### src/rtl/rtcm_pkg.sv
`timescale 1ns / 1ps
`default_nettype none
package rtcm_pkg;

   localparam int BITS_PER_BYTE = 8;
   localparam int NIBBLE        = 4;
   localparam int DEC_SCALE     = 10;
   localparam int PHASE_W       = 3;
   localparam int INDEX_W       = 3;

   localparam logic [PHASE_W-1:0] PH_IDLE  = 3'd0;
   localparam logic [PHASE_W-1:0] PH_CMD   = 3'd1;
   localparam logic [PHASE_W-1:0] PH_WDATA = 3'd2;
   localparam logic [PHASE_W-1:0] PH_READ  = 3'd3;
   localparam logic [PHASE_W-1:0] PH_END   = 3'd4;

   localparam logic [INDEX_W-1:0] LAST_BIT = INDEX_W'(BITS_PER_BYTE - 1);

   typedef struct packed {
      logic       start_req;
      logic       func;
      logic [7:0] command_byte;
      logic [7:0] write_data;
      logic       io_sample;
   } req_type;

   typedef struct packed {
      logic       chip_enable_out;
      logic       serial_clock_out;
      logic       data_out;
      logic       data_drive;
      logic       busy_res;
      logic       done_res;
      logic [7:0] read_value;
   } rsp_type;

   // tens nibble * 10 + units nibble, as (tens << 3) + (tens << 1) + units
   function automatic logic [7:0] bcd_convert(input logic [7:0] raw);
      logic [NIBBLE-1:0] tens;
      logic [NIBBLE-1:0] units;
      tens  = raw[7:NIBBLE];
      units = raw[NIBBLE-1:0];
      return 8'({tens, 3'b000}) + 8'({tens, 1'b0}) + 8'(units);
   endfunction

endpackage
`default_nettype wire

### src/rtl/rtcm_if.sv
`timescale 1ns / 1ps
`default_nettype none
interface rtcm_req_if;
   logic       valid;
   logic       ready;
   logic       start_req;
   logic       func;
   logic [7:0] command_byte;
   logic [7:0] write_data;
   logic       io_sample;

   modport source (output valid, start_req, func, command_byte, write_data, io_sample,
                   input ready);
   modport sink   (input valid, start_req, func, command_byte, write_data, io_sample,
                   output ready);
endinterface

interface rtcm_rsp_if;
   logic       valid;
   logic       ready;
   logic       chip_enable_out;
   logic       serial_clock_out;
   logic       data_out;
   logic       data_drive;
   logic       busy_res;
   logic       done_res;
   logic [7:0] read_value;

   modport source (output valid, chip_enable_out, serial_clock_out, data_out, data_drive,
                   busy_res, done_res, read_value, input ready);
   modport sink   (input valid, chip_enable_out, serial_clock_out, data_out, data_drive,
                   busy_res, done_res, read_value, output ready);
endinterface

interface rtcm_csr_if;
   logic valid;
   logic ready;
   logic data;

   modport source (output valid, data, input ready);
   modport sink   (input valid, data, output ready);
endinterface
`default_nettype wire

### src/rtl/three_wire_rtc_register_master.sv
`timescale 1ns / 1ps
`default_nettype none
// Three-wire real-time-clock register master. Each request transfer is one half-bit
// tick of the serial bus and yields exactly one response transfer carrying the line
// levels for that tick plus busy/done status and, on the done tick of a read, the read
// byte (optionally BCD-to-decimal converted per the csr bit, which resets to 1).
// A request is accepted whenever the output register is empty or being drained, and
// its response is captured in that register as it is accepted, so throughput is one
// tick per clock while rsp_ch.ready is high. Write csr only while no transfer is busy.
module three_wire_rtc_register_master (
   input wire logic   clock,
   input wire logic   reset,
   rtcm_req_if.sink   req_ch,
   rtcm_rsp_if.source rsp_ch,
   rtcm_csr_if.sink   csr_ch
);
   import rtcm_pkg::*;

   logic    bcd_enable_ff;
   logic    rsp_valid_ff, rsp_valid_in;
   rsp_type rsp_data_ff;
   rsp_type step_rsp;
   req_type req_data;
   logic    advance;

   assign req_ch.ready = !rsp_valid_ff || rsp_ch.ready;
   assign advance      = req_ch.valid && req_ch.ready;
   assign csr_ch.ready = 1'b1;

   assign req_data.start_req    = req_ch.start_req;
   assign req_data.func         = req_ch.func;
   assign req_data.command_byte = req_ch.command_byte;
   assign req_data.write_data   = req_ch.write_data;
   assign req_data.io_sample    = req_ch.io_sample;

   rtcm_core u_core (
      .clock      (clock),
      .reset      (reset),
      .advance    (advance),
      .bcd_enable (bcd_enable_ff),
      .req        (req_data),
      .rsp        (step_rsp)
   );

   assign rsp_valid_in = advance || (rsp_valid_ff && !rsp_ch.ready);

   always_ff @(posedge clock) begin
      if (reset) begin
         rsp_valid_ff  <= 1'b0;
         bcd_enable_ff <= 1'b1;
      end else begin
         rsp_valid_ff <= rsp_valid_in;
         if (csr_ch.valid && csr_ch.ready) begin
            bcd_enable_ff <= csr_ch.data;
         end
      end
   end

   always_ff @(posedge clock) begin
      if (advance) begin
         rsp_data_ff <= step_rsp;
      end
   end

   assign rsp_ch.valid            = rsp_valid_ff;
   assign rsp_ch.chip_enable_out  = rsp_data_ff.chip_enable_out;
   assign rsp_ch.serial_clock_out = rsp_data_ff.serial_clock_out;
   assign rsp_ch.data_out         = rsp_data_ff.data_out;
   assign rsp_ch.data_drive       = rsp_data_ff.data_drive;
   assign rsp_ch.busy_res         = rsp_data_ff.busy_res;
   assign rsp_ch.done_res         = rsp_data_ff.done_res;
   assign rsp_ch.read_value       = rsp_data_ff.read_value;

endmodule
`default_nettype wire

### src/rtl/rtcm_core.sv
`timescale 1ns / 1ps
`default_nettype none
module rtcm_core (
   input  wire                logic clock,
   input  wire                logic reset,
   input  wire                logic advance,
   input  wire                logic bcd_enable,
   input  wire rtcm_pkg::req_type   req,
   output rtcm_pkg::rsp_type        rsp
);
   import rtcm_pkg::*;

   logic [PHASE_W-1:0] phase_ff, phase_in;
   logic [INDEX_W-1:0] bit_index_ff, bit_index_in;
   logic               half_ff, half_in;
   logic [7:0]         cmd_shift_ff, cmd_shift_in;
   logic [7:0]         data_shift_ff, data_shift_in;
   logic [7:0]         read_shift_ff, read_shift_in;
   logic               write_mode_ff, write_mode_in;
   logic [7:0]         last_read_ff, last_read_in;

   logic               last;
   logic [7:0]         sh_cur;
   logic [7:0]         sh_next;
   logic               dout;
   logic               drive;

   always_comb begin
      phase_in      = phase_ff;
      bit_index_in  = bit_index_ff;
      half_in       = half_ff;
      cmd_shift_in  = cmd_shift_ff;
      data_shift_in = data_shift_ff;
      read_shift_in = read_shift_ff;
      write_mode_in = write_mode_ff;
      last_read_in  = last_read_ff;

      last    = (bit_index_ff == LAST_BIT);
      sh_cur  = (phase_ff == PH_CMD) ? cmd_shift_ff : data_shift_ff;
      sh_next = sh_cur >> 1;
      dout    = 1'b0;
      drive   = 1'b0;

      rsp = '0;
      rsp.chip_enable_out = 1'b1;
      rsp.busy_res        = 1'b1;

      unique case (phase_ff) inside
         PH_CMD, PH_WDATA: begin
            drive = 1'b1;
            if (!half_ff) begin
               rsp.serial_clock_out = 1'b1;
               dout    = sh_cur[0];
               half_in = 1'b1;
            end else begin
               half_in = 1'b0;
               if (phase_ff == PH_CMD) begin
                  cmd_shift_in = sh_next;
               end else begin
                  data_shift_in = sh_next;
               end
               if (!last) begin
                  bit_index_in = bit_index_ff + 1'b1;
                  dout         = sh_next[0];
               end else if (phase_ff == PH_CMD && write_mode_ff) begin
                  phase_in     = PH_WDATA;
                  bit_index_in = '0;
                  dout         = data_shift_ff[0];
               end else if (phase_ff == PH_CMD) begin
                  phase_in      = PH_READ;
                  bit_index_in  = '0;
                  read_shift_in = '0;
                  drive         = 1'b0;
               end else begin
                  phase_in     = PH_END;
                  bit_index_in = '0;
               end
            end
         end
         PH_READ: begin
            if (!half_ff) begin
               rsp.serial_clock_out = 1'b1;
               read_shift_in = {req.io_sample, read_shift_ff[7:1]};
               half_in       = 1'b1;
            end else begin
               half_in = 1'b0;
               if (!last) begin
                  bit_index_in = bit_index_ff + 1'b1;
               end else begin
                  last_read_in = bcd_enable ? bcd_convert(read_shift_ff) : read_shift_ff;
                  phase_in     = PH_END;
                  bit_index_in = '0;
               end
            end
         end
         PH_END: begin
            rsp.chip_enable_out = 1'b0;
            rsp.busy_res        = 1'b0;
            rsp.done_res        = 1'b1;
            rsp.read_value      = write_mode_ff ? 8'd0 : last_read_ff;
            phase_in            = PH_IDLE;
         end
         default: begin
            phase_in = PH_IDLE;
            if (req.start_req) begin
               write_mode_in = req.func;
               cmd_shift_in  = req.command_byte;
               data_shift_in = req.write_data;
               bit_index_in  = '0;
               half_in       = 1'b0;
               phase_in      = PH_CMD;
               drive         = 1'b1;
               dout          = req.command_byte[0];
            end else begin
               rsp.chip_enable_out = 1'b0;
               rsp.busy_res        = 1'b0;
            end
         end
      endcase

      rsp.data_drive = drive;
      rsp.data_out   = drive & dout;
   end

   always_ff @(posedge clock) begin
      if (reset) begin
         phase_ff      <= PH_IDLE;
         bit_index_ff  <= '0;
         half_ff       <= 1'b0;
         cmd_shift_ff  <= '0;
         data_shift_ff <= '0;
         read_shift_ff <= '0;
         write_mode_ff <= 1'b0;
         last_read_ff  <= '0;
      end else if (advance) begin
         phase_ff      <= phase_in;
         bit_index_ff  <= bit_index_in;
         half_ff       <= half_in;
         cmd_shift_ff  <= cmd_shift_in;
         data_shift_ff <= data_shift_in;
         read_shift_ff <= read_shift_in;
         write_mode_ff <= write_mode_in;
         last_read_ff  <= last_read_in;
      end
   end

endmodule
`default_nettype wire

### src/flat_wrapper.sv
// flat-port wrapper written by rule: the top's interface ports become plain ports
module three_wire_rtc_register_master_flat import rtcm_pkg::*;
  (clock, reset, req_ch_valid, req_ch_start_req, req_ch_func, req_ch_command_byte, req_ch_write_data, req_ch_io_sample, req_ch_ready, rsp_ch_valid, rsp_ch_chip_enable_out, rsp_ch_serial_clock_out, rsp_ch_data_out, rsp_ch_data_drive, rsp_ch_busy_res, rsp_ch_done_res, rsp_ch_read_value, rsp_ch_ready, csr_ch_valid, csr_ch_data, csr_ch_ready);
  rtcm_req_if req_ch_i ();
  rtcm_rsp_if rsp_ch_i ();
  rtcm_csr_if csr_ch_i ();
  input wire logic clock;
  input wire logic reset;
  input wire logic [$bits(req_ch_i.valid)-1:0] req_ch_valid;
  input wire logic [$bits(req_ch_i.start_req)-1:0] req_ch_start_req;
  input wire logic [$bits(req_ch_i.func)-1:0] req_ch_func;
  input wire logic [$bits(req_ch_i.command_byte)-1:0] req_ch_command_byte;
  input wire logic [$bits(req_ch_i.write_data)-1:0] req_ch_write_data;
  input wire logic [$bits(req_ch_i.io_sample)-1:0] req_ch_io_sample;
  output wire logic [$bits(req_ch_i.ready)-1:0] req_ch_ready;
  output wire logic [$bits(rsp_ch_i.valid)-1:0] rsp_ch_valid;
  output wire logic [$bits(rsp_ch_i.chip_enable_out)-1:0] rsp_ch_chip_enable_out;
  output wire logic [$bits(rsp_ch_i.serial_clock_out)-1:0] rsp_ch_serial_clock_out;
  output wire logic [$bits(rsp_ch_i.data_out)-1:0] rsp_ch_data_out;
  output wire logic [$bits(rsp_ch_i.data_drive)-1:0] rsp_ch_data_drive;
  output wire logic [$bits(rsp_ch_i.busy_res)-1:0] rsp_ch_busy_res;
  output wire logic [$bits(rsp_ch_i.done_res)-1:0] rsp_ch_done_res;
  output wire logic [$bits(rsp_ch_i.read_value)-1:0] rsp_ch_read_value;
  input wire logic [$bits(rsp_ch_i.ready)-1:0] rsp_ch_ready;
  input wire logic [$bits(csr_ch_i.valid)-1:0] csr_ch_valid;
  input wire logic [$bits(csr_ch_i.data)-1:0] csr_ch_data;
  output wire logic [$bits(csr_ch_i.ready)-1:0] csr_ch_ready;
  assign req_ch_i.valid = req_ch_valid;
  assign req_ch_i.start_req = req_ch_start_req;
  assign req_ch_i.func = req_ch_func;
  assign req_ch_i.command_byte = req_ch_command_byte;
  assign req_ch_i.write_data = req_ch_write_data;
  assign req_ch_i.io_sample = req_ch_io_sample;
  assign req_ch_ready = req_ch_i.ready;
  assign rsp_ch_valid = rsp_ch_i.valid;
  assign rsp_ch_chip_enable_out = rsp_ch_i.chip_enable_out;
  assign rsp_ch_serial_clock_out = rsp_ch_i.serial_clock_out;
  assign rsp_ch_data_out = rsp_ch_i.data_out;
  assign rsp_ch_data_drive = rsp_ch_i.data_drive;
  assign rsp_ch_busy_res = rsp_ch_i.busy_res;
  assign rsp_ch_done_res = rsp_ch_i.done_res;
  assign rsp_ch_read_value = rsp_ch_i.read_value;
  assign rsp_ch_i.ready = rsp_ch_ready;
  assign csr_ch_i.valid = csr_ch_valid;
  assign csr_ch_i.data = csr_ch_data;
  assign csr_ch_ready = csr_ch_i.ready;
  three_wire_rtc_register_master u_core (.clock(clock), .reset(reset), .req_ch(req_ch_i), .rsp_ch(rsp_ch_i), .csr_ch(csr_ch_i));
endmodule
### config.mk
export PLATFORM = sky130hd
export DESIGN_NAME = three_wire_rtc_register_master_flat
export DESIGN_NICKNAME = d
export VERILOG_FILES = /design/src/rtl/rtcm_pkg.sv /design/src/rtl/rtcm_if.sv /design/src/rtl/three_wire_rtc_register_master.sv /design/src/rtl/rtcm_core.sv /design/src/flat_wrapper.sv
export SDC_FILE = /design/constraint.sdc
export NUM_CORES = 1
export LEC_CHECK = 0
export ABC_AREA = 1
export ABC_CLOCK_PERIOD_IN_PS = 4500
export BUFFER_PORTS_ARGS = -buffer_cell sky130_fd_sc_hd__clkbuf_2
export CORE_MARGIN = 5
export CORE_UTILIZATION = 40
export DETAILED_ROUTE_END_ITERATION = 10
export GPL_ROUTABILITY_DRIVEN = 0
export SLEW_MARGIN = 20
export SYNTH_ARGS = -nofsm -noshare
export SYNTH_HDL_FRONTEND = slang
export SYNTH_HIERARCHICAL = 1
export SYNTH_SLANG_ARGS = --single-unit
### constraint.sdc
create_clock -name clock -period 4.5 [get_ports clock]
set_input_delay 0.9 -clock clock [delete_from_list [all_inputs] [get_ports clock]]
set_output_delay 0.9 -clock clock [all_outputs]
set_load 0.01 [all_outputs]
# Word-level counts from Yosys, hierarchy flattened
# Index checks and enable logic that the tools add are counted.
[totals]
reg_bits = 55
out_inout_bits = 17
elab_cells = 105
[op_classes]
addsub = 3
n_eq_ne = 14
muxes = 45
bitwise = 4
reduce_logical = 23
[op_table]
columns = ["operator", "count"]
rows = [
  ["8-bit two-way mux", 14],
  ["8-bit case mux with 2 select lines", 3],
  ["3-bit two-way mux", 9],
  ["2-bit != test (second input constant)", 8],
  ["5-bit AND reduction", 3],
  ["1-bit two-way mux", 12],
  ["9-bit two-way mux", 1],
  ["3-bit case mux with 3 select lines", 1],
  ["7-bit by 5-bit adder with 8-bit output", 1],
  ["8-bit by 4-bit adder with 8-bit output", 1],
  ["1-bit case mux with 2 select lines", 4],
  ["4-bit AND reduction", 2],
  ["7-bit AND reduction", 1],
  ["3-bit by 2-bit equality test with 1-bit output (second input constant)", 2],
  ["3-bit equality test (second input constant)", 2],
  ["3-bit case mux with 2 select lines", 1],
  ["3-bit AND reduction", 2],
  ["2-bit nonzero test", 3],
  ["2-bit OR reduction", 3],
  ["4-bit OR reduction", 1],
  ["3-bit by 1-bit adder with 3-bit output (second input constant)", 1],
  ["3-bit by 1-bit equality test with 1-bit output (second input constant)", 1],
  ["1-bit logical AND", 3],
  ["1-bit inverter", 3],
  ["5 further kinds", 7],
]

# Logic depth before layout (Yosys ltp)
# Gate-level depths: netlist of the first run.
[depth]
word_depth = 7
ltp_mapped = 11
depth_no_buf = 10

# Modules after synthesis
# Netlist of the first run, hierarchy kept.
[modules_own_cells]
columns = ["module", "instances", "cells_per_inst", "area_per_inst_um2", "seq_area_each_um2"]
rows = [
  ["rtcm_core", 1, 404, 2621.3, 800.8],
  ["three_wire_rtc_register_master", 1, 27, 515.5, 460.4],
]

# Worst setup path before layout of the first run
# Ideal clock, no wire load.
[synth_timing]
kind = "in2reg"
from = "input port req_ch_valid"
to = "register u_core.u_core.last_read_ff[3]"
setup_ns = 0.064
t_arrival_ns = 2.761
required_time_ns = 4.436
slack_ns = 1.675
path_stages = 9
cell_sequence = "inv_1 > a21oi_1 > inv_1 > nor2_1 > nand2_2 > inv_2 > buf_2 > o21ai_0 > nor2_1"
[synth_between]
elab_chain_len = 2
[synth_rtl]
columns = ["item", "line", "text"]
rows = [
  ["from (decl)", "flat_wrapper.sv:9", "input wire logic [$bits(req_ch_i.valid)-1:0] req_ch_valid;"],
  ["1-bit logical AND", "three_wire_rtc_register_master.sv:27", "assign advance = req_ch.valid && req_ch.ready;"],
  ["via u_core.advance", "three_wire_rtc_register_master.sv:24", "logic advance;"],
  ["4-bit AND reduction (no line)", "-", ""],
  ["to (signal assigned)", "rtcm_core.sv:143", "last_read_ff <= last_read_in;"],
  ["to (decl)", "rtcm_core.sv:20", "logic [7:0] last_read_ff, last_read_in;"],
]
# The timed path passes the listed nets, and every way through them passes these cells.
# A chain may end at the register's enable or synchronous reset.

# Worst setup path after layout of the first run
[layout_timing]
from = "input port rsp_ch_ready"
to = "output port req_ch_ready"
[layout_between]
elab_chain_len = 1
[layout_rtl]
columns = ["item", "line", "text"]
rows = [
  ["from (decl)", "flat_wrapper.sv:24", "input wire logic [$bits(rsp_ch_i.ready)-1:0] rsp_ch_ready;"],
  ["1-bit logical OR", "three_wire_rtc_register_master.sv:26", "assign req_ch.ready = !rsp_valid_ff || rsp_ch.ready;"],
  ["to (decl)", "flat_wrapper.sv:15", "output wire logic [$bits(req_ch_i.ready)-1:0] req_ch_ready;"],
]
# Every way passes these cells.

==> results of run 1 <==
## sequential cells by signal, summed over array words and instances (netlist names)
name and cells:
u_core/u_core/write_mode_ff 1, u_core/u_core/read_shift_ff 8, u_core/rsp_ch.chip_enable_out 1, u_core/rsp_ch.serial_clock_out 1, u_core/u_core/half_ff 1, u_core/u_core/last_read_ff 8
u_core/rsp_ch.valid 1, u_core/rsp_ch.read_value 8, u_core/u_core/phase_ff 3, u_core/u_core/cmd_shift_ff 8, u_core/u_core/data_shift_ff 8, u_core/rsp_ch.data_out 1
u_core/rsp_ch.busy_res 1, u_core/bcd_enable_ff 1, u_core/u_core/bit_index_ff 3, u_core/rsp_ch.done_res 1, u_core/rsp_ch.data_drive 1
## Yosys cell counts
cell type  instances
nand2_1          106
nor2_1            84
inv_1             43
dfxtp_1           42
a21oi_1           32
o21ai_0           16
edfxtp_1          14
nand3_1           10
ha_1               9
nor2_2             7
inv_2              6
nand2_2            6
nand2_4            6
o21ai_1            6
buf_4              5
buf_6              5
nand4_1            5
clkinv_1           4
buf_2              3
a31oi_1            2
clkbuf_1           2
fa_1               2
nand3_2            2
nand3_4            2
nor2_8             2
a211oi_1           1
a21oi_2            1
a21oi_4            1
buf_8              1
conb_1             1
inv_4              1
nand3b_1           1
o22ai_1            1
or2_2              1
xnor2_1            1
## routing by layer
metal,global-route usage,up-vias,share of wire
li1,-,1411,-
met1,0.179,1194,0.50
met2,0.233,46,0.45
met3,0.0283,2,0.039
met4,0.0336,0,0.0063
met5,0,-,0
## worst max-delay path by stage
| stage | start | to | slack (ns) | depth (start not counted) |
|---|---|---|---|---|
| floorplan | req_ch_valid | u_core/u_core/last_read_ff[3]$_SDFFE_PP0P_ | 1.67 | 9 |
| global placement | reset | u_core/u_core/phase_ff[0]$_SDFFE_PP0P_ | 2.10 | 4 |
| detailed placement | reset | u_core/u_core/phase_ff[0]$_SDFFE_PP0P_ | 2.11 | 4 |
| CTS | rsp_ch_ready | req_ch_ready | 2.37 | 4 |
| global route | u_core/u_core/read_shift_ff[3]$_SDFFE_PP0P_ | u_core/u_core/last_read_ff[6]$_SDFFE_PP0P_ | 2.24 | 9 |
| finish | rsp_ch_ready | req_ch_ready | 2.38 | 4 |
## power groups by stage
stage	registers, mW	logic (mW)	clock network (mW)
finish	0.573	0.209	0.338
global route	0.578	0.241	0.366
CTS	0.573	0.210	0.347
detailed placement	0.585	0.208	0
global placement	0.584	0.206	0
floorplan	0.581	0.176	0
## metrics by stage
stage                     hold WS [ns]   util  power [mW]
after floorplan                  0.431      -       0.757
after global placement           0.459  0.435       0.790
after detailed placement         0.473  0.435       0.793
after CTS                        0.495  0.450        1.13
after global routing             0.520  0.450        1.19
final                            0.487  0.450        1.12
## layout make-up
class / instances / area (µm²) / area share
Timing Repair Buffer: 41 / 208 / 0.0600
Multi-Input combinational cell: 305 / 1540 / 0.446
Inverter: 54 / 205 / 0.0593
Clock buffer: 5 / 68.8 / 0.0199
Sequential cell: 56 / 1260 / 0.364
Tap cell: 102 / 128 / 0.0369
Clock inverter: 3 / 47.5 / 0.0137
## worst max-delay path, cell delays in order
cell	delay, ns
clkbuf_2	0.08
inv_2	0.06
nand2_2	0.05
clkbuf_2	0.13
## cell families (layout without fill, tap and decap cells)
kind of cell / count (synthesis) / after routing / share of synthesized area
AND/OR/NAND/NOR: 232 / 232 / 0.335
buffers and inverters: 70 / 103 / 0.107
AO/OA/AOI/OAI: 60 / 60 / 0.103
flip-flops: 56 / 56 / 0.402
adder cells (fa/ha/maj): 11 / 11 / 0.0487
other: 1 / 1 / 0.00120
XOR/XNOR: 1 / 1 / 0.00279
==> metrics.txt, run 1 <==
P_leak=1.69 nW; TritonCTS Buffers=5; Crit path required time=3.60 ns; post-synth cell types=35; Yosys reg bits=56; setup TNS=0 ns; Combinational Power Share=0.187; Crit Path Class=input pin to output pin; internal power=794 µW; fraction of layout cells with a size suffix above 1=0.183; Slew HR=0.353; status=finished clean; largest net degree at the start of global routing=37; first-pass GRT wire length=11300 µm; Hold Crit Class=register to register; Die X=98.6 µm; final setup fails=0; chip height=98.6 µm; post_cts resized=0; Tmin final=2.12 ns; Post-CTS Setup Bufs=0; FF-to-FF Start=u_core/u_core/read_shift_ff[3]$_SDFFE_PP0P_; Mapped Avg Cell Area=7.28 µm²; Max Slew Vio Count=0; Antenna Nets Post-Route=0; min-delay src=u_core/u_core/last_read_ff[6]$_SDFFE_PP0P_; Clk pwr share=0.302; most frequent cells in the layout=nand2_1 (106), nor2_1 (84), inv_1 (43); switching part of the total power=0.291; Critical R2R Capture=u_core/u_core/last_read_ff[6]$_SDFFE_PP0P_; Worst Skew=0.0110 ns; area growth from synthesis to layout=10.3%; fmax=471 MHz; Synth area leader=dfxtp_1; Hold Buf Count CTS=0; post-synth top area share=0.268; RSZ-0062 raised after global routing=false; total number of vias=2653; DRT Pass-1 Iters=4; worst slack, placed=2.11 ns; DR WL/cell=11.2 µm; hold path cells=2; Tot GR Track Use=0.137; Skew-Pair Late Insertion Delay=0.31 ns; final net count=499; CTS tree=yes; Post-Layout Cell Count=566; Hold EP=u_core/u_core/last_read_ff[6]$_SDFFE_PP0P_; clock root cell=clkbuf_8; DR iter-0 viols=108; CTS max path bufs=2; Initial Utilization=0.408; Worst-Margin Slew=0.964 ns; R2R Setup Slk=2.42 ns; top post-synthesis cells by area=dfxtp_1 (27%), edfxtp_1 (13%), nand2_1 (13%), nor2_1 (10%), inv_1 (5.1%); Post-Synthesis Cells=431; Clock H-tree levels=2; aggregate global routing overflow=0; Core Rows=32; arrival time at the worst endpoint=1.22 ns; Max Cap Violations=0; Cell Area, Placed=0.00334 mm²; Final period util=0.472; Vias/cell=4.69; Synth Warn #=6; PnR worst setup slack=2.38 ns; final hold vios=0; Peak VDD IR=0.137 mV; Worst setup SP type=input pin; # diodes=0; core area=0.00769 mm²; Mapped Area=0.00314 mm²; critical-path maximum fanout=2; Worst Reg-to-Reg Cells=9; Fill cells=812; Mapped Nets=467; clock net sink count=56; commonest non-fill, non-tap cell in the layout=nand2_1; DRC violations left=0; Top-Level Pins=42; initial antenna violation count=0; sequential power share=0.511; NetSw=326 µW; Clock transition at path regs=0.10 ns; share of the yosys chip area belonging to registers=0.402; Worst setup EP type=output pin; DP Wirelength=4610 µm; final instance area=0.00346 mm²; Buffers on Ports=40; die area=0.00971 mm²; Placed Cells=558; pwr dens=323 mW/mm²; vias in the first global route=2542; final WL=6350 µm
Power figures use the tool's default switching activity.
==> run 2, diff against run 1 <==
ABC_CLOCK_PERIOD_IN_PS = 2000   (was 4500)
clock period = 2 ns   (was 4.5 ns; I/O delays follow)
==> metrics.txt, run 2 (same netlist as run 1, synthesis figures left out) <==
DRC violations left=0 (unchanged); Worst setup EP type=register; final net count=507 (+1.6%); Skew-Pair Late Insertion Delay=0.31 ns (about the same); CP cell instances=inv_1, fa_1, fa_2, nand3b_1, nand2_1, nand2_1, nand3_1, nand2_1, a21oi_2; DR iter-0 viols=125 (+16%); Slowest-stage cell, CP=fa_1; final hold vios=0 (unchanged); TritonCTS Buffers=5 (unchanged); final setup fails=0 (unchanged); clock root cell=clkbuf_8; Combinational Power Share=0.204 (+0.017); most frequent cells in the layout=nand2_1 (106), nor2_1 (83), inv_1 (43); Worst Skew=0.00465 ns (-0.00639 ns); Crit path required time=2.26 ns (-1.34 ns); critical path's most frequent cell=nand2_1; Antenna Nets Post-Route=0 (unchanged); met3 WL=385 µm (+56%); Top-Level Pins=42 (unchanged); Final period util=0.949; Max Slew Vio Count=0 (unchanged); WP buf/inv=1 (-2); NetSw=745 µW (+130%); clock net sink count=56 (unchanged); largest net degree at the start of global routing=21 (-43%); Vias/cell=4.64 (-0.95%); P_leak=1.71 nW (+1.4%); Core Rows=32 (unchanged); Hold Crit Class=input pin to register; fraction of layout cells with a size suffix above 1=0.212 (+0.0287); vias in the first global route=2474 (-2.7%); CTS max path bufs=2 (unchanged); final instance area=0.00351 mm² (+1.4%); area growth from synthesis to layout=11.9%; total number of vias=2665 (+0.45%); Initial Utilization=0.408 (unchanged); Top Family by Delay on Critical Path=adder cells; core area=0.00769 mm² (unchanged); Max Cap Violations=0 (unchanged); internal power=1.67 mW (+110%); DP Wirelength=4920 µm (+6.6%); # diodes=0 (unchanged); chip height=98.6 µm (unchanged); arrival time at the worst endpoint=2.15 ns (+0.93 ns); Tmin final=1.90 ns; Buffers on Ports=40 (unchanged); Tot GR Track Use=0.139 (+0.00150); DRT Pass-1 Iters=4 (unchanged); sequential power share=0.533 (+0.022); aggregate global routing overflow=0 (unchanged); initial antenna violation count=0 (unchanged); status=finished clean; final WL=6620 µm (+4.3%); Clock transition at path regs=0.10 ns (about the same); commonest non-fill, non-tap cell in the layout=nand2_1; critical-path maximum fanout=2 (unchanged); DR WL/cell=11.5 µm (+2.8%); Die X=98.6 µm (unchanged); Peak VDD IR=0.383 mV (+180%); Clk pwr share=0.263 (-0.039); Clock H-tree levels=2 (unchanged); die area=0.00971 mm² (unchanged); Slowest Stage Delay on Critical Path=0.53 ns (+0.40 ns); Cell Area, Placed=0.00340 mm² (+1.6%); pwr dens=688 mW/mm² (+110%); first-pass GRT wire length=11100 µm (-1.2%); fmax=527 MHz; Fill cells=792 (-2.5%); switching part of the total power=0.308 (+0.0175); WL met2=2870 µm (-0.49%); Slew HR=0.584 (+0.230); Crit Path Class=register to register; CTS tree=yes; Worst-Margin Slew=0.621 ns (-0.344 ns); DR top layer=met4; met1 wire length=3290 µm (+3.5%); Worst setup SP type=register; Pwr Total=2.42 mW (+120%)
-- run 2: worst paths after layout --
path,from,end,slack (ns),cells past startpoint
worst min register to register,u_core/u_core/read_shift_ff[0]$_SDFFE_PP0P_,u_core/u_core/last_read_ff[0]$_SDFFE_PP0P_,0.48,2
worst max-delay path,u_core/u_core/read_shift_ff[3]$_SDFFE_PP0P_,u_core/u_core/last_read_ff[6]$_SDFFE_PP0P_,0.10,9
worst min-delay path,csr_ch_data,u_core/bcd_enable_ff$_SDFFE_PP1P_,0.29,3
worst max register to register,u_core/u_core/read_shift_ff[3]$_SDFFE_PP0P_,u_core/u_core/last_read_ff[6]$_SDFFE_PP0P_,0.10,9
-- run 2: repair_timing --
action	CTS	global route
cloned	0	0
pin swaps	0	2
gates resized for setup	1	6
hold buffers	0	0
endpoints found under the setup margin	1	6
buffers inserted	0	1
-- run 2: through the flow --
stage | std cells | util | hold WS, ns | setup slack [ns] | TNS, ns
after floorplan | 431 | - | 0.431 | 0.0785 | 0
after global placement | 565 | 0.442 | 0.463 | 0.0516 | 0
after detailed placement | 565 | 0.442 | 0.468 | -0.00996 | -0.00996
after CTS | 573 | 0.454 | 0.279 | 0.0235 | 0
after global routing | 574 | 0.457 | 0.290 | -0.00549 | -0.00549
final | 574 | 0.457 | 0.290 | 0.103 | 0
-- run 2: per-layer routing --
layer / global-route usage / up-vias
met5: 0 / -
met4: 0.0515 / 0
met3: 0.0326 / 6
met2: 0.217 / 61
met1: 0.187 / 1169
li1: - / 1429
-- run 2: layout make-up --
type	instances	area [µm²]	area share
Clock inverter	3	23.8	0.00677
Clock buffer	5	68.8	0.0196
Tap cell	102	128	0.0364
Timing Repair Buffer	49	268	0.0763
Inverter	54	205	0.0584
Sequential cell	56	1270	0.361
Multi-Input combinational cell	305	1550	0.442
-- run 2: power by group through the flow --
stage / Sequential (mW) / Combinational, mW / Clock, mW
2_1_floorplan: 1.31 / 0.398 / 0
3_3_place_gp: 1.31 / 0.482 / 0
3_5_place_dp: 1.31 / 0.489 / 0
4_1_cts: 1.29 / 0.492 / 0.668
5_1_grt: 1.30 / 0.561 / 0.711
6_report: 1.29 / 0.491 / 0.635
-- run 2: worst reg2reg max path: stages, from the launching register on --
cell	delay, ns
dfxtp_2	0.34
inv_1	0.07
fa_1	0.53
fa_2	0.37
nand3b_1	0.19
nand2_1	0.08
nand2_1	0.05
nand3_1	0.06
nand2_1	0.07
a21oi_2	0.11
==> run 3, diff against run 2 <==
CTS_BUF_LIST = sky130_fd_sc_hd__clkbuf_2   (was default)
==> metrics.txt, run 3 (same netlist as run 1, synthesis figures left out) <==
Tmin final=1.90 ns (+0.00579 ns); Worst Skew=0.0128 ns (+0.00816 ns); chip height=98.6 µm (unchanged); Initial Utilization=0.408 (unchanged); pwr dens=646 mW/mm² (-6.1%); TritonCTS Buffers=5 (unchanged); setup TNS=0 ns (unchanged); critical-path maximum fanout=2 (unchanged); Hold Buf Count CTS=0 (unchanged); CTS max path bufs=2 (unchanged); Vias/cell=4.63 (-0.23%); Buffers on Ports=40 (unchanged); Tot GR Track Use=0.137 (-0.00177); Slew HR=0.597 (+0.0137); Worst Reg-to-Reg Cells=9 (unchanged); sequential cell area=0.00127 mm² (unchanged); Crit Path Class=register to register; final setup fails=0 (unchanged); total number of vias=2659 (-0.23%); largest net degree at the start of global routing=21 (unchanged); Worst-Margin Slew=0.600 ns (-0.0204 ns); Post-Layout Cell Count=574 (unchanged); DR iter-0 viols=131 (+4.8%); initial antenna violation count=0 (unchanged); Core Rows=32 (unchanged); R2R Setup Slk=0.1 ns (about the same); Die X=98.6 µm (unchanged); core area=0.00769 mm² (unchanged); clock root cell=clkbuf_2; # diodes=0 (unchanged); Max Cap Violations=0 (unchanged); fraction of layout cells with a size suffix above 1=0.216 (+0.00424); vias in the first global route=2450 (-0.97%); aggregate global routing overflow=0 (unchanged); clock net sink count=56 (unchanged); Hold Crit Class=input pin to register; Clock transition at path regs=0.29 ns (+0.19 ns); Antenna Nets Post-Route=0 (unchanged); CTS tree=yes; DR WL/cell=11.4 µm (-1.5%); Peak VDD IR=0.289 mV (-25%); first-pass GRT wire length=11100 µm (-0.56%); Placed Cells=565 (unchanged); P_leak=1.69 nW (-0.86%); RSZ-0062 raised after global routing=true; status=finished clean; Max Slew Vio Count=0 (unchanged); hold_ws=0.130 ns (-0.160 ns); Top-Level Pins=42 (unchanged); final WL=6520 µm (-1.5%); DRC violations left=0 (unchanged); Worst setup SP type=register; fmax=525 MHz (-0.30%); final hold vios=0 (unchanged); Critical R2R Capture=u_core/u_core/last_read_ff[6]$_SDFFE_PP0P_; DP Wirelength=4920 µm (unchanged); area growth from synthesis to layout=10.5%; Critical Path End=u_core/u_core/last_read_ff[6]$_SDFFE_PP0P_; Crit path required time=2.41 ns (+0.15 ns); final net count=507 (unchanged); Final period util=0.951 (+0.00289); Worst setup EP type=register; FF-to-FF Start=u_core/u_core/read_shift_ff[4]$_SDFFE_PP0P_; die area=0.00971 mm² (unchanged); Clock H-tree levels=2 (unchanged); Skew-Pair Late Insertion Delay=0.44 ns (+0.13 ns); DRT Pass-1 Iters=4 (unchanged); arrival time at the worst endpoint=2.32 ns (+0.17 ns); area of the multi-input gates=0.00155 mm² (unchanged); Fill cells=795 (+0.38%); most frequent cells in the layout=nand2_1 (106), nor2_1 (83), clkbuf_2 (45); commonest non-fill, non-tap cell in the layout=nand2_1; crit path from=u_core/u_core/read_shift_ff[4]$_SDFFE_PP0P_
==> run 3: through the flow <==
step                utilization  power, mW  setup slack [ns]  area [µm²]
CTS                       0.449       2.27            0.0155        3450
floorplan                     -       1.70            0.0785        3140
finish                    0.451       2.24            0.0970        3470
global route              0.451       2.40           -0.0149        3470
global placement          0.442       1.79            0.0516        3400
detailed placement        0.442       1.80          -0.00996        3400
==> run 3: worst min-delay path by stage <==
stage                                                start                                          to  slack, ns  cells after the start
3_3_place_gp   u_core/u_core/read_shift_ff[0]$_SDFFE_PP0P_  u_core/u_core/last_read_ff[0]$_SDFFE_PP0P_       0.46                      2
3_5_place_dp   u_core/u_core/read_shift_ff[0]$_SDFFE_PP0P_  u_core/u_core/last_read_ff[0]$_SDFFE_PP0P_       0.47                      2
5_1_grt                                        csr_ch_data           u_core/bcd_enable_ff$_SDFFE_PP1P_        0.1                      3
4_1_cts                                        csr_ch_data           u_core/bcd_enable_ff$_SDFFE_PP1P_        0.1                      3
6_report                                       csr_ch_data           u_core/bcd_enable_ff$_SDFFE_PP1P_       0.13                      3
2_1_floorplan  u_core/u_core/read_shift_ff[0]$_SDFFE_PP0P_  u_core/u_core/last_read_ff[0]$_SDFFE_PP0P_       0.43                      2
==> run 3: report_power, final <==
group,switching [mW],leakage (nW),internal (mW)
combinational,0.308,1.18,0.183
sequential,0.0497,0.485,1.24
clock,0.370,0.0252,0.0874
total,0.727,1.69,1.51
==> run 3: critical path: stages, from the launching register on <==
cell and delay [ns]:
dfxtp_2 0.40, inv_2 0.04, fa_1 0.52, fa_2 0.37, nand3b_1 0.18, nand2_1 0.08, nand2_1 0.05, nand3_1 0.06
nand2_1 0.07, a21oi_2 0.11
==> run 3: area by class of cell <==
| class | instances | share of cell area |
|---|---|---|
| clock buffer | 5 | 0.00722 |
| sequential | 56 | 0.365 |
| timing repair buffer | 49 | 0.0772 |
| tap | 102 | 0.0368 |
| clock inverter | 3 | 0.00686 |
| inverter | 54 | 0.0592 |
| multi-input combinational | 305 | 0.447 |
==> run 3: routing by layer <==
layer	routed length, µm	track usage
met4	81	0.0389
met5	0	0
met2	2810	0.218
met3	375	0.0311
met1	3250	0.187
==> run 3: repair_timing <==
item	in CTS	in global routing
gates resized for setup	4	5
endpoints found under the setup margin	1	6
pin swaps	0	2
setup buffers	0	1
